### config.mk
export PLATFORM = sky130hd
export DESIGN_NAME = control_char_frame_decoder
export DESIGN_NICKNAME = d
export VERILOG_FILES = /design/src/hw/rtl/ccfd_pkg.sv /design/src/hw/rtl/ccfd_core.sv /design/src/hw/rtl/ccfd_rq.sv /design/src/hw/rtl/control_char_frame_decoder.sv
export SDC_FILE = /design/constraint.sdc
export NUM_CORES = 1
export LEC_CHECK = 0
export ABC_CLOCK_PERIOD_IN_PS = 5550
export BUFFER_PORTS_ARGS = -buffer_cell sky130_fd_sc_hd__buf_2
export CAP_MARGIN = 20
export CELL_PAD_IN_SITES_DETAIL_PLACEMENT = 0
export CELL_PAD_IN_SITES_GLOBAL_PLACEMENT = 2
export CORE_UTILIZATION = 40
export DETAILED_ROUTE_END_ITERATION = 8
export PLACE_DENSITY_LB_ADDON = 0.15
export SYNTH_ARGS = -nofsm -noshare
export SYNTH_HDL_FRONTEND = slang
export SYNTH_SLANG_ARGS = --single-unit
### constraint.sdc
create_clock -name i_clk -period 5.55 [get_ports i_clk]
set_clock_uncertainty 0.05 [all_clocks]
set_input_delay 0.555 -clock i_clk [delete_from_list [all_inputs] [get_ports i_clk]]
set_output_delay 0.555 -clock i_clk [all_outputs]
set_load 0.1 [all_outputs]
### src/hw/rtl/ccfd_pkg.sv
package ccfd_pkg;

    // Control characters
    localparam logic [7:0] CH_SOH = 8'h01;
    localparam logic [7:0] CH_STX = 8'h02;
    localparam logic [7:0] CH_ETX = 8'h03;
    localparam logic [7:0] CH_EOT = 8'h04;
    localparam logic [7:0] CH_ESC = 8'h1B;

    localparam logic [7:0] ESC_OFFSET_RST = 8'd32;

    localparam int MAX_FIELD_BYTES = 1024;
    localparam int IDX_W = 10;
    localparam int IDX_MAX = (1 << IDX_W) - 1;
    localparam int IDX_CAP_INT = (MAX_FIELD_BYTES - 1) < IDX_MAX ? (MAX_FIELD_BYTES - 1) : IDX_MAX;
    localparam logic [IDX_W-1:0] IDX_CAP = IDX_W'(IDX_CAP_INT);

    // Region codes
    localparam logic [1:0] REG_IDLE = 2'd0;
    localparam logic [1:0] REG_HDR  = 2'd1;
    localparam logic [1:0] REG_BODY = 2'd2;
    localparam logic [1:0] REG_TAIL = 2'd3;

    // Result kinds
    localparam logic [1:0] KIND_HEADER = 2'd0;
    localparam logic [1:0] KIND_BODY   = 2'd1;
    localparam logic [1:0] KIND_STATUS = 2'd2;

    // Frame status codes
    localparam logic [2:0] ST_OK     = 3'd0;
    localparam logic [2:0] ST_NO_SOH = 3'd1;
    localparam logic [2:0] ST_NO_STX = 3'd2;
    localparam logic [2:0] ST_NO_ETX = 3'd3;
    localparam logic [2:0] ST_NO_EOT = 3'd4;
    localparam logic [2:0] ST_ORDER  = 3'd5;

    // Result queue
    localparam int RQ_DEPTH = 4;
    localparam int RQ_PTR_W = $clog2(RQ_DEPTH);
    localparam int RQ_CNT_W = $clog2(RQ_DEPTH + 1);

    typedef struct packed {
        logic [7:0] rx_byte;
        logic       end_of_message;
    } t_in;

    typedef struct packed {
        logic [1:0]       out_kind;
        logic [7:0]       data_byte;
        logic [IDX_W-1:0] byte_index;
        logic [2:0]       frame_status;
        logic             last_result;
    } t_out;

    typedef struct packed {
        logic vld_a;
        logic vld_b;
    } t_push;

endpackage

### src/hw/rtl/ccfd_core.sv
module ccfd_core (
    input  logic           i_clk,
    input  logic           i_rst_n,
    input  logic           i_in_valid,
    output logic           o_in_ready,
    input  ccfd_pkg::t_in  i_in_data,
    input  logic           i_cfg_valid,
    input  logic [7:0]     i_cfg_data,
    input  logic           i_room,
    output ccfd_pkg::t_push o_push,
    output ccfd_pkg::t_out o_res_a,
    output ccfd_pkg::t_out o_res_b,
    output logic           o_consume
);
    import ccfd_pkg::*;

    logic             r_in_vld;
    t_in              r_in;
    logic [7:0]       r_esc_off;
    logic [1:0]       r_region,   n_region;
    logic             r_seen_soh, n_seen_soh;
    logic             r_seen_stx, n_seen_stx;
    logic             r_seen_etx, n_seen_etx;
    logic             r_seen_eot, n_seen_eot;
    logic             r_order,    n_order;
    logic             r_esc,      n_esc;
    logic [IDX_W-1:0] r_count,    n_count;

    logic       consume;
    logic       d_vld;
    t_out       d_res;
    t_out       s_res;
    logic [7:0] b;
    logic [2:0] st;

    assign consume    = r_in_vld && i_room;
    assign o_in_ready = !r_in_vld || consume;
    assign o_consume  = consume;
    assign b          = r_in.rx_byte;

    always_comb begin
        n_region   = r_region;
        n_seen_soh = r_seen_soh;
        n_seen_stx = r_seen_stx;
        n_seen_etx = r_seen_etx;
        n_seen_eot = r_seen_eot;
        n_order    = r_order;
        n_esc      = r_esc;
        n_count    = r_count;
        d_vld      = 1'b0;
        d_res      = '0;
        st         = ST_OK;

        // Only the first copy of each marker is a boundary
        priority if (b == CH_SOH && !r_seen_soh) begin
            n_seen_soh = 1'b1;
            if (r_seen_stx || r_seen_etx || r_seen_eot) n_order = 1'b1;
            if (r_region == REG_IDLE) begin
                n_region = REG_HDR;
                n_esc    = 1'b0;
                n_count  = '0;
            end
        end else if (b == CH_STX && !r_seen_stx) begin
            n_seen_stx = 1'b1;
            if (!r_seen_soh || r_seen_etx || r_seen_eot) n_order = 1'b1;
            if (r_region == REG_HDR) begin
                n_region = REG_BODY;
                n_esc    = 1'b0;
                n_count  = '0;
            end
        end else if (b == CH_ETX && !r_seen_etx) begin
            n_seen_etx = 1'b1;
            if (!r_seen_stx || r_seen_eot) n_order = 1'b1;
            if (r_region == REG_BODY) begin
                n_region = REG_TAIL;
                n_esc    = 1'b0;
            end
        end else if (b == CH_EOT && !r_seen_eot) begin
            n_seen_eot = 1'b1;
            if (!r_seen_etx) n_order = 1'b1;
        end else if (r_region == REG_HDR || r_region == REG_BODY) begin
            if (b == CH_ESC) begin
                n_esc = 1'b1;
            end else begin
                d_vld            = 1'b1;
                d_res.out_kind   = (r_region == REG_HDR) ? KIND_HEADER : KIND_BODY;
                d_res.data_byte  = r_esc ? (b - r_esc_off) : b;
                d_res.byte_index = r_count;
                n_esc            = 1'b0;
                if (r_count < IDX_CAP) n_count = r_count + 1'b1;
            end
        end else begin
            // Drop bytes outside header and body
        end

        priority if (!n_seen_soh) st = ST_NO_SOH;
        else if (!n_seen_stx)     st = ST_NO_STX;
        else if (!n_seen_etx)     st = ST_NO_ETX;
        else if (!n_seen_eot)     st = ST_NO_EOT;
        else if (n_order)         st = ST_ORDER;
        else                      st = ST_OK;

        // End of message: back to reset
        if (r_in.end_of_message) begin
            n_region   = REG_IDLE;
            n_seen_soh = 1'b0;
            n_seen_stx = 1'b0;
            n_seen_etx = 1'b0;
            n_seen_eot = 1'b0;
            n_order    = 1'b0;
            n_esc      = 1'b0;
            n_count    = '0;
        end
    end

    always_comb begin
        s_res              = '0;
        s_res.out_kind     = KIND_STATUS;
        s_res.frame_status = st;
        s_res.last_result  = 1'b1;
    end

    // Data result first, status after it
    assign o_res_a      = d_vld ? d_res : s_res;
    assign o_res_b      = s_res;
    assign o_push.vld_a = consume && (d_vld || r_in.end_of_message);
    assign o_push.vld_b = consume && d_vld && r_in.end_of_message;

    always_ff @(posedge i_clk) begin
        if (!i_rst_n) begin
            r_in_vld   <= 1'b0;
            r_esc_off  <= ESC_OFFSET_RST;
            r_region   <= REG_IDLE;
            r_seen_soh <= 1'b0;
            r_seen_stx <= 1'b0;
            r_seen_etx <= 1'b0;
            r_seen_eot <= 1'b0;
            r_order    <= 1'b0;
            r_esc      <= 1'b0;
            r_count    <= '0;
        end else begin
            if (o_in_ready) r_in_vld <= i_in_valid;
            if (i_cfg_valid) r_esc_off <= i_cfg_data;
            if (consume) begin
                r_region   <= n_region;
                r_seen_soh <= n_seen_soh;
                r_seen_stx <= n_seen_stx;
                r_seen_etx <= n_seen_etx;
                r_seen_eot <= n_seen_eot;
                r_order    <= n_order;
                r_esc      <= n_esc;
                r_count    <= n_count;
            end
        end
    end

    always_ff @(posedge i_clk) begin
        if (o_in_ready && i_in_valid) r_in <= i_in_data;
    end

endmodule

### src/hw/rtl/ccfd_rq.sv
module ccfd_rq (
    input  logic            i_clk,
    input  logic            i_rst_n,
    input  ccfd_pkg::t_push i_push,
    input  ccfd_pkg::t_out  i_res_a,
    input  ccfd_pkg::t_out  i_res_b,
    output logic            o_room,
    output logic            o_out_valid,
    input  logic            i_out_ready,
    output ccfd_pkg::t_out  o_out_data
);
    import ccfd_pkg::*;

    t_out                r_mem [RQ_DEPTH];
    logic [RQ_PTR_W-1:0] r_wr, n_wr;
    logic [RQ_PTR_W-1:0] r_rd;
    logic [RQ_CNT_W-1:0] r_cnt, n_cnt;
    logic [RQ_PTR_W-1:0] wr_b;
    logic                pop;

    assign pop         = o_out_valid && i_out_ready;
    assign o_out_valid = (r_cnt != '0);
    assign o_out_data  = r_mem[r_rd];
    // Leave space for a transaction that makes two results
    assign o_room      = (r_cnt <= RQ_CNT_W'(RQ_DEPTH - 2));
    assign wr_b        = r_wr + 1'b1;

    always_comb begin
        n_wr  = r_wr + RQ_PTR_W'(i_push.vld_a) + RQ_PTR_W'(i_push.vld_b);
        n_cnt = r_cnt + RQ_CNT_W'(i_push.vld_a) + RQ_CNT_W'(i_push.vld_b) - RQ_CNT_W'(pop);
    end

    always_ff @(posedge i_clk) begin
        if (!i_rst_n) begin
            r_wr  <= '0;
            r_rd  <= '0;
            r_cnt <= '0;
        end else begin
            r_wr  <= n_wr;
            r_cnt <= n_cnt;
            if (pop) r_rd <= r_rd + 1'b1;
        end
    end

    always_ff @(posedge i_clk) begin
        if (i_push.vld_a) r_mem[r_wr] <= i_res_a;
        if (i_push.vld_b) r_mem[wr_b] <= i_res_b;
    end

endmodule

### src/hw/rtl/control_char_frame_decoder.sv
// Decodes SOH/STX/ETX/EOT framed messages one received byte per cycle while the result
// queue has room. Header bytes (between SOH and STX) and body bytes (between STX and
// ETX) come out with their position; ESC is dropped and the next byte comes out minus
// the escape offset. The byte flagged end_of_message also yields a status result
// (last_result = 1), after any data result of that byte; discard the data when the
// status is not ok. Each byte passes an input register and a 4-entry result queue
// before its result can be taken. The decoder takes one byte per cycle while the queue
// has room; a final byte that also carries data makes two results, and the single output
// port drains one result per cycle when ready; sustained throughput is set by that port.
module control_char_frame_decoder (
    input  logic           i_clk,
    input  logic           i_rst_n,
    input  logic           i_in_valid,
    output logic           o_in_ready,
    input  ccfd_pkg::t_in  i_in_data,
    output logic           o_out_valid,
    input  logic           i_out_ready,
    output ccfd_pkg::t_out o_out_data,
    input  logic           i_cfg_valid,
    output logic           o_cfg_ready,
    input  logic [7:0]     i_cfg_data
);
    import ccfd_pkg::*;

    t_push push;
    t_out  res_a;
    t_out  res_b;
    logic  room;
    logic  consume;

    assign o_cfg_ready = 1'b1;

    ccfd_core u_core (
        .i_clk       (i_clk),
        .i_rst_n     (i_rst_n),
        .i_in_valid  (i_in_valid),
        .o_in_ready  (o_in_ready),
        .i_in_data   (i_in_data),
        .i_cfg_valid (i_cfg_valid),
        .i_cfg_data  (i_cfg_data),
        .i_room      (room),
        .o_push      (push),
        .o_res_a     (res_a),
        .o_res_b     (res_b),
        .o_consume   (consume)
    );

    ccfd_rq u_rq (
        .i_clk       (i_clk),
        .i_rst_n     (i_rst_n),
        .i_push      (push),
        .i_res_a     (res_a),
        .i_res_b     (res_b),
        .o_room      (room),
        .o_out_valid (o_out_valid),
        .i_out_ready (i_out_ready),
        .o_out_data  (o_out_data)
    );

`ifndef SYNTHESIS
    a_push_needs_consume: assert property (@(posedge i_clk) disable iff (!i_rst_n)
        (push.vld_a || push.vld_b) |-> consume)
        else $error("result pushed without a consumed transaction");

    a_second_is_status: assert property (@(posedge i_clk) disable iff (!i_rst_n)
        push.vld_b |-> (push.vld_a && res_a.out_kind != KIND_STATUS))
        else $error("second result without a leading data result");

    a_last_is_status: assert property (@(posedge i_clk) disable iff (!i_rst_n)
        o_out_valid |-> (o_out_data.last_result == (o_out_data.out_kind == KIND_STATUS)))
        else $error("last_result disagrees with out_kind");

    a_data_no_status: assert property (@(posedge i_clk) disable iff (!i_rst_n)
        (o_out_valid && o_out_data.out_kind != KIND_STATUS) |->
        (o_out_data.frame_status == ST_OK))
        else $error("data result carries a status");

    a_idle_after_reset: assert property (@(posedge i_clk)
        $past(!i_rst_n) |-> !o_out_valid)
        else $error("output valid right after reset");
`endif

endmodule
==> summary.md <==
| Metric | Value |
|---|---|
| Status | complete, no violations |
| Critical path cell sequence | or3b_4 -> a211oi_4 -> nor3_4 -> o21ai_0 -> ha_1 -> inv_1 -> fa_1 -> fa_1 -> xnor2_1 -> and2_1 |
| Asr flop ratio synth | 0% |
| Die Footprint | roughly 16000 sq um |
| Buffers plus inverters on the worst setup path | 1 |
| Proportion of power drawn by flip-flops and latches | about 38% |
| RR Startpoint | u_core.b[0]$_DFFE_PP_ |
| Initial standard-cell utilization of the core | approximately two fifths |
| Setup repair after global routing missed its margin | no |
| Net count of the mapped netlist | 634 |
| Syn Inst Count | just under 600 |
| Clk pwr share | between 30% and 40% |
| Residual antenna-violating net count after detailed routing | 0 |
| Final instance area | between 7000 and 8000 sq um |
| Arr. time, crit path | between 3 and 4 ns |
| First-pass GRT wire length | 25000 um |
| Via count of the first global-routing pass | 4646 |
| GRT met3 Usage | under 10% |
| Drt drc | 0 |
| Category of cells accounting for the largest share of critical-path delay | adder cells |
| Post-DP HPWL | about 11000 um |
| Diodes inserted | 0 |
| Post-detailed-route via-to-cell ratio | 5.48 |
| Cts-stage hold buffer count | 0 |
| Top FF cell, synth | sky130_fd_sc_hd__dfxtp_1 |
| Clock root buffer master | sky130_fd_sc_hd__clkbuf_16 |
| Setup TNS | 0 ns |
| Power share of the combinational group | between 20 and 30% |
| CP Launch Type | flop |
| Register-to-Register Setup Slack | 2.05 ns |
| Count of cells along the worst hold path | 1 |
| Number of placed I/O pins | 49 |
| Placement-stage worst setup slack | about 2 ns |
| Sw Ratio | roughly 36% |
| Pin count of the biggest net entering global routing | 27 |
| Final Routed Wirelength | roughly 15000 um |
| GRT busiest layer | met2 |
| Share of final-layout standard cells stronger than drive strength 1 | 18.5% |
| Ys Warns | 0 |
| Fin nets | roughly 660 |
| Clk sinks | about 140 |
| Count of flip-flops with a built-in enable after synthesis | 21 |
| Hold EP | u_core.r_in[0]$_DFFE_PP_ |
| Psw | approximately 1.1 mW |
| Library cell appearing most often on the critical path | sky130_fd_sc_hd__fa_1 |
| Slew at the pin closest to its max-slew limit | between 1 and 1.5 ns |
| Violation count after the first detailed-route iteration | ~230 |
| Vertical die dimension | 128 um |
| Non-filler cells, final | roughly 840 |
| Max H-tree Level | 4 |
| Max-slew violation total from the final report | 0 |
| Core area | around 15000 sq um |
| Critical-path maximum fanout | 19 |
| Worst Hold Class | input port to flop |
| GRT overflow | 0 |
| Placed Instances | just over 800 |
| VDD IR max | 0.283 mV |
| Crit path time final | 3.50 ns |
| # Max-Cap Violations | 0 |
| Class of the most critical setup path | flop to flop |
| Antenna violations before repair | 0 |
| Start point of the worst min-delay path | i_in_data[0] |
| Fin crit share | 63.1% |
| Met1 Resource Use GR | approximately 27% |
| Max Root-Sink Buffers | 2 |
| Power Dens Cells | between 400 and 500 nW/um^2 |
| Average wire per standard cell | approximately 18 um |
| Final estimated routing congestion in global placement | about 0.76 |
| Fraction of the yosys area taken by sequential cells | a little under half |
| Cell area after synthesis | between 6000 and 7000 sq um |
| Number of distinct library cell variants in the gate-level netlist after synthesis | 72 |
| Clk Latency, worst-skew pair | 0.42 ns |
| Standby leakage power | about 2.7 nW |
| Cell area after placement | between 6000 and 7000 sq um |
| Gates resized, CTS repair | 0 |
| Achievable frequency | ~290 MHz |
| Final-layout fill cell count | between 1000 and 1500 |
| Number of register bits inferred by synthesis | ~140 |
| CTS buffer count | 17 |
| Final Hold Violating Endpoints | 0 |
| Syn avg cell area | 10.7 sq um |
| Required @ worst endpoint | about 5.8 ns |
| Row Count | 45 |
| Internal cell power | roughly 2 mW |
| Postcts setup bufs | 0 |
| P&R area growth vs syn | 13.9% |
| Clock edge transition at the registers on the reported setup and hold paths | roughly 0.050 ns |
| Worst path max stage delay | 0.66 ns |
| # setup viols final | 0 |
| Critical-path cell with the highest stage delay | sky130_fd_sc_hd__edfxtp_1 |
| Final-layout worst hold slack | approximately 0.26 ns |
| Nature of the critical path endpoint | flop |
| DR vias | 4623 |
| Remaining max-slew budget at the tightest pin | 26.6% |
| Global-route track usage on met2 | between 30% and 40% |
| Port Buf Inserts | 47 |
| Pre-antenna DRT Iters | 4 |
| Global router's overall resource usage | about a fifth |
| TritonCTS clock tree | yes |
| Critical register-to-register path endpoint | u_rq.r_cnt[2]$_SDFF_PN0_ |
| Startpoint of the most critical setup path | u_core.b[0]$_DFFE_PP_ |
| Post-route worst setup slack | 2.05 ns |
| Horizontal die dimension | ~130 um |
| Worst Reg2Reg Path Length in Cells | 10 |
[per-layer routing]
layer  part of all wire [%]  wire length [um]  up-vias
li1                       -                 -     2271
met1                     48              7310     2247
met2                     47              7200       92
met3                    4.0               608       13
met4                   0.95               145        0
met5                      0                 0        -
[power groups by stage]
stage | clock network [mW] | registers [mW] | logic [mW]
6_report | 1.05 | 1.16 | 0.880
5_1_grt | 1.12 | 1.17 | 0.942
2_1_floorplan | 0 | 1.14 | 0.773
3_3_place_gp | 0 | 1.18 | 0.884
4_1_cts | 1.08 | 1.16 | 0.891
3_5_place_dp | 0 | 1.18 | 0.889
[cell families after synthesis]
kind of cell | count (synthesis) | share of synthesized area [%]
mux | 38 | 10.5
buf+inv | 66 | 4.45
fa+ha+maj | 18 | 3.98
compound gates | 151 | 18.8
simple gates | 169 | 14.0
other cells | 1 | 0.0587
flops | 137 | 46.2
xor+xnor | 15 | 2.06
[flip-flops by register name, summed over array words and instances (netlist names), named ones only]
name,flops
u_core.r_seen_etx,1
u_core.r_order,1
u_core.r_region,2
u_rq.r_mem,92
u_core.r_count,10
u_core.b,8
u_rq.r_rd,2
u_core.r_esc_off,8
u_core.r_esc,1
u_core.r_seen_stx,1
u_core.r_seen_soh,1
u_core.r_in,1
u_rq.r_wr,2
u_core.r_in_vld,1
u_core.r_seen_eot,1
u_rq.r_cnt,3
[stage by stage]
| step | power, mW | utilization, % |
|---|---|---|
| after global routing | 3.24 | 47.4 |
| final | 3.09 | 47.4 |
| after global placement | 2.06 | 43.8 |
| after floorplan | 1.92 | - |
| after detailed placement | 2.07 | 43.8 |
| after CTS | 3.13 | 47.4 |
[cells in the final DEF, fill, tap and decap left out, types with 14 or more instances in the layout]
cell,instances
sky130_fd_sc_hd__nor2_1,35
sky130_fd_sc_hd__edfxtp_1,21
sky130_fd_sc_hd__mux2i_1,14
sky130_fd_sc_hd__nand2_1,41
sky130_fd_sc_hd__a22o_1,42
sky130_fd_sc_hd__buf_2,47
sky130_fd_sc_hd__dfxtp_1,116
sky130_fd_sc_hd__o21ai_0,21
sky130_fd_sc_hd__o2bb2ai_1,26
sky130_fd_sc_hd__inv_1,24
sky130_fd_sc_hd__clkbuf_16,18
sky130_fd_sc_hd__mux4_2,23
[final cells by class]
class,instances,area (sq um),area share [%]
Clock buffer,23,479,6.58
Timing Repair Buffer,50,258,3.54
Tap cell,211,264,3.63
Multi-Input combinational cell,392,3170,43.5
Clock inverter,7,67.6,0.928
Inverter,24,90.1,1.24
Sequential cell,137,2950,40.6
[Yosys cell counts (all sizes together), types with 14 or more instances]
master | n | share of area [%]
o2bb2ai | 26 | 3.6
a22o | 42 | 5.8
buf | 18 | 1.6
edfxtp | 21 | 9.9
mux4 | 23 | 8.1
nor3 | 17 | 1.6
dfxtp | 116 | 36
inv | 24 | 1.4
mux2i | 14 | 2.2
nand2 | 41 | 2.4
clkbuf | 24 | 1.4
nor2 | 35 | 2.1
o21ai | 22 | 1.7
[worst max-delay path by stage]
stage / end / slack, ns / cells past startpoint
detailed placement: u_rq.r_cnt[2]$_SDFF_PN0_ / 2.04 / 10
finish: u_rq.r_cnt[2]$_SDFF_PN0_ / 2.05 / 10
floorplan: u_rq.r_cnt[2]$_SDFF_PN0_ / 2.43 / 11
global placement: u_rq.r_cnt[2]$_SDFF_PN0_ / 2.08 / 10
CTS: u_rq.r_cnt[2]$_SDFF_PN0_ / 2.03 / 10
global route: u_rq.r_cnt[2]$_SDFF_PN0_ / 1.81 / 10
Power figures use the tool's default switching activity.
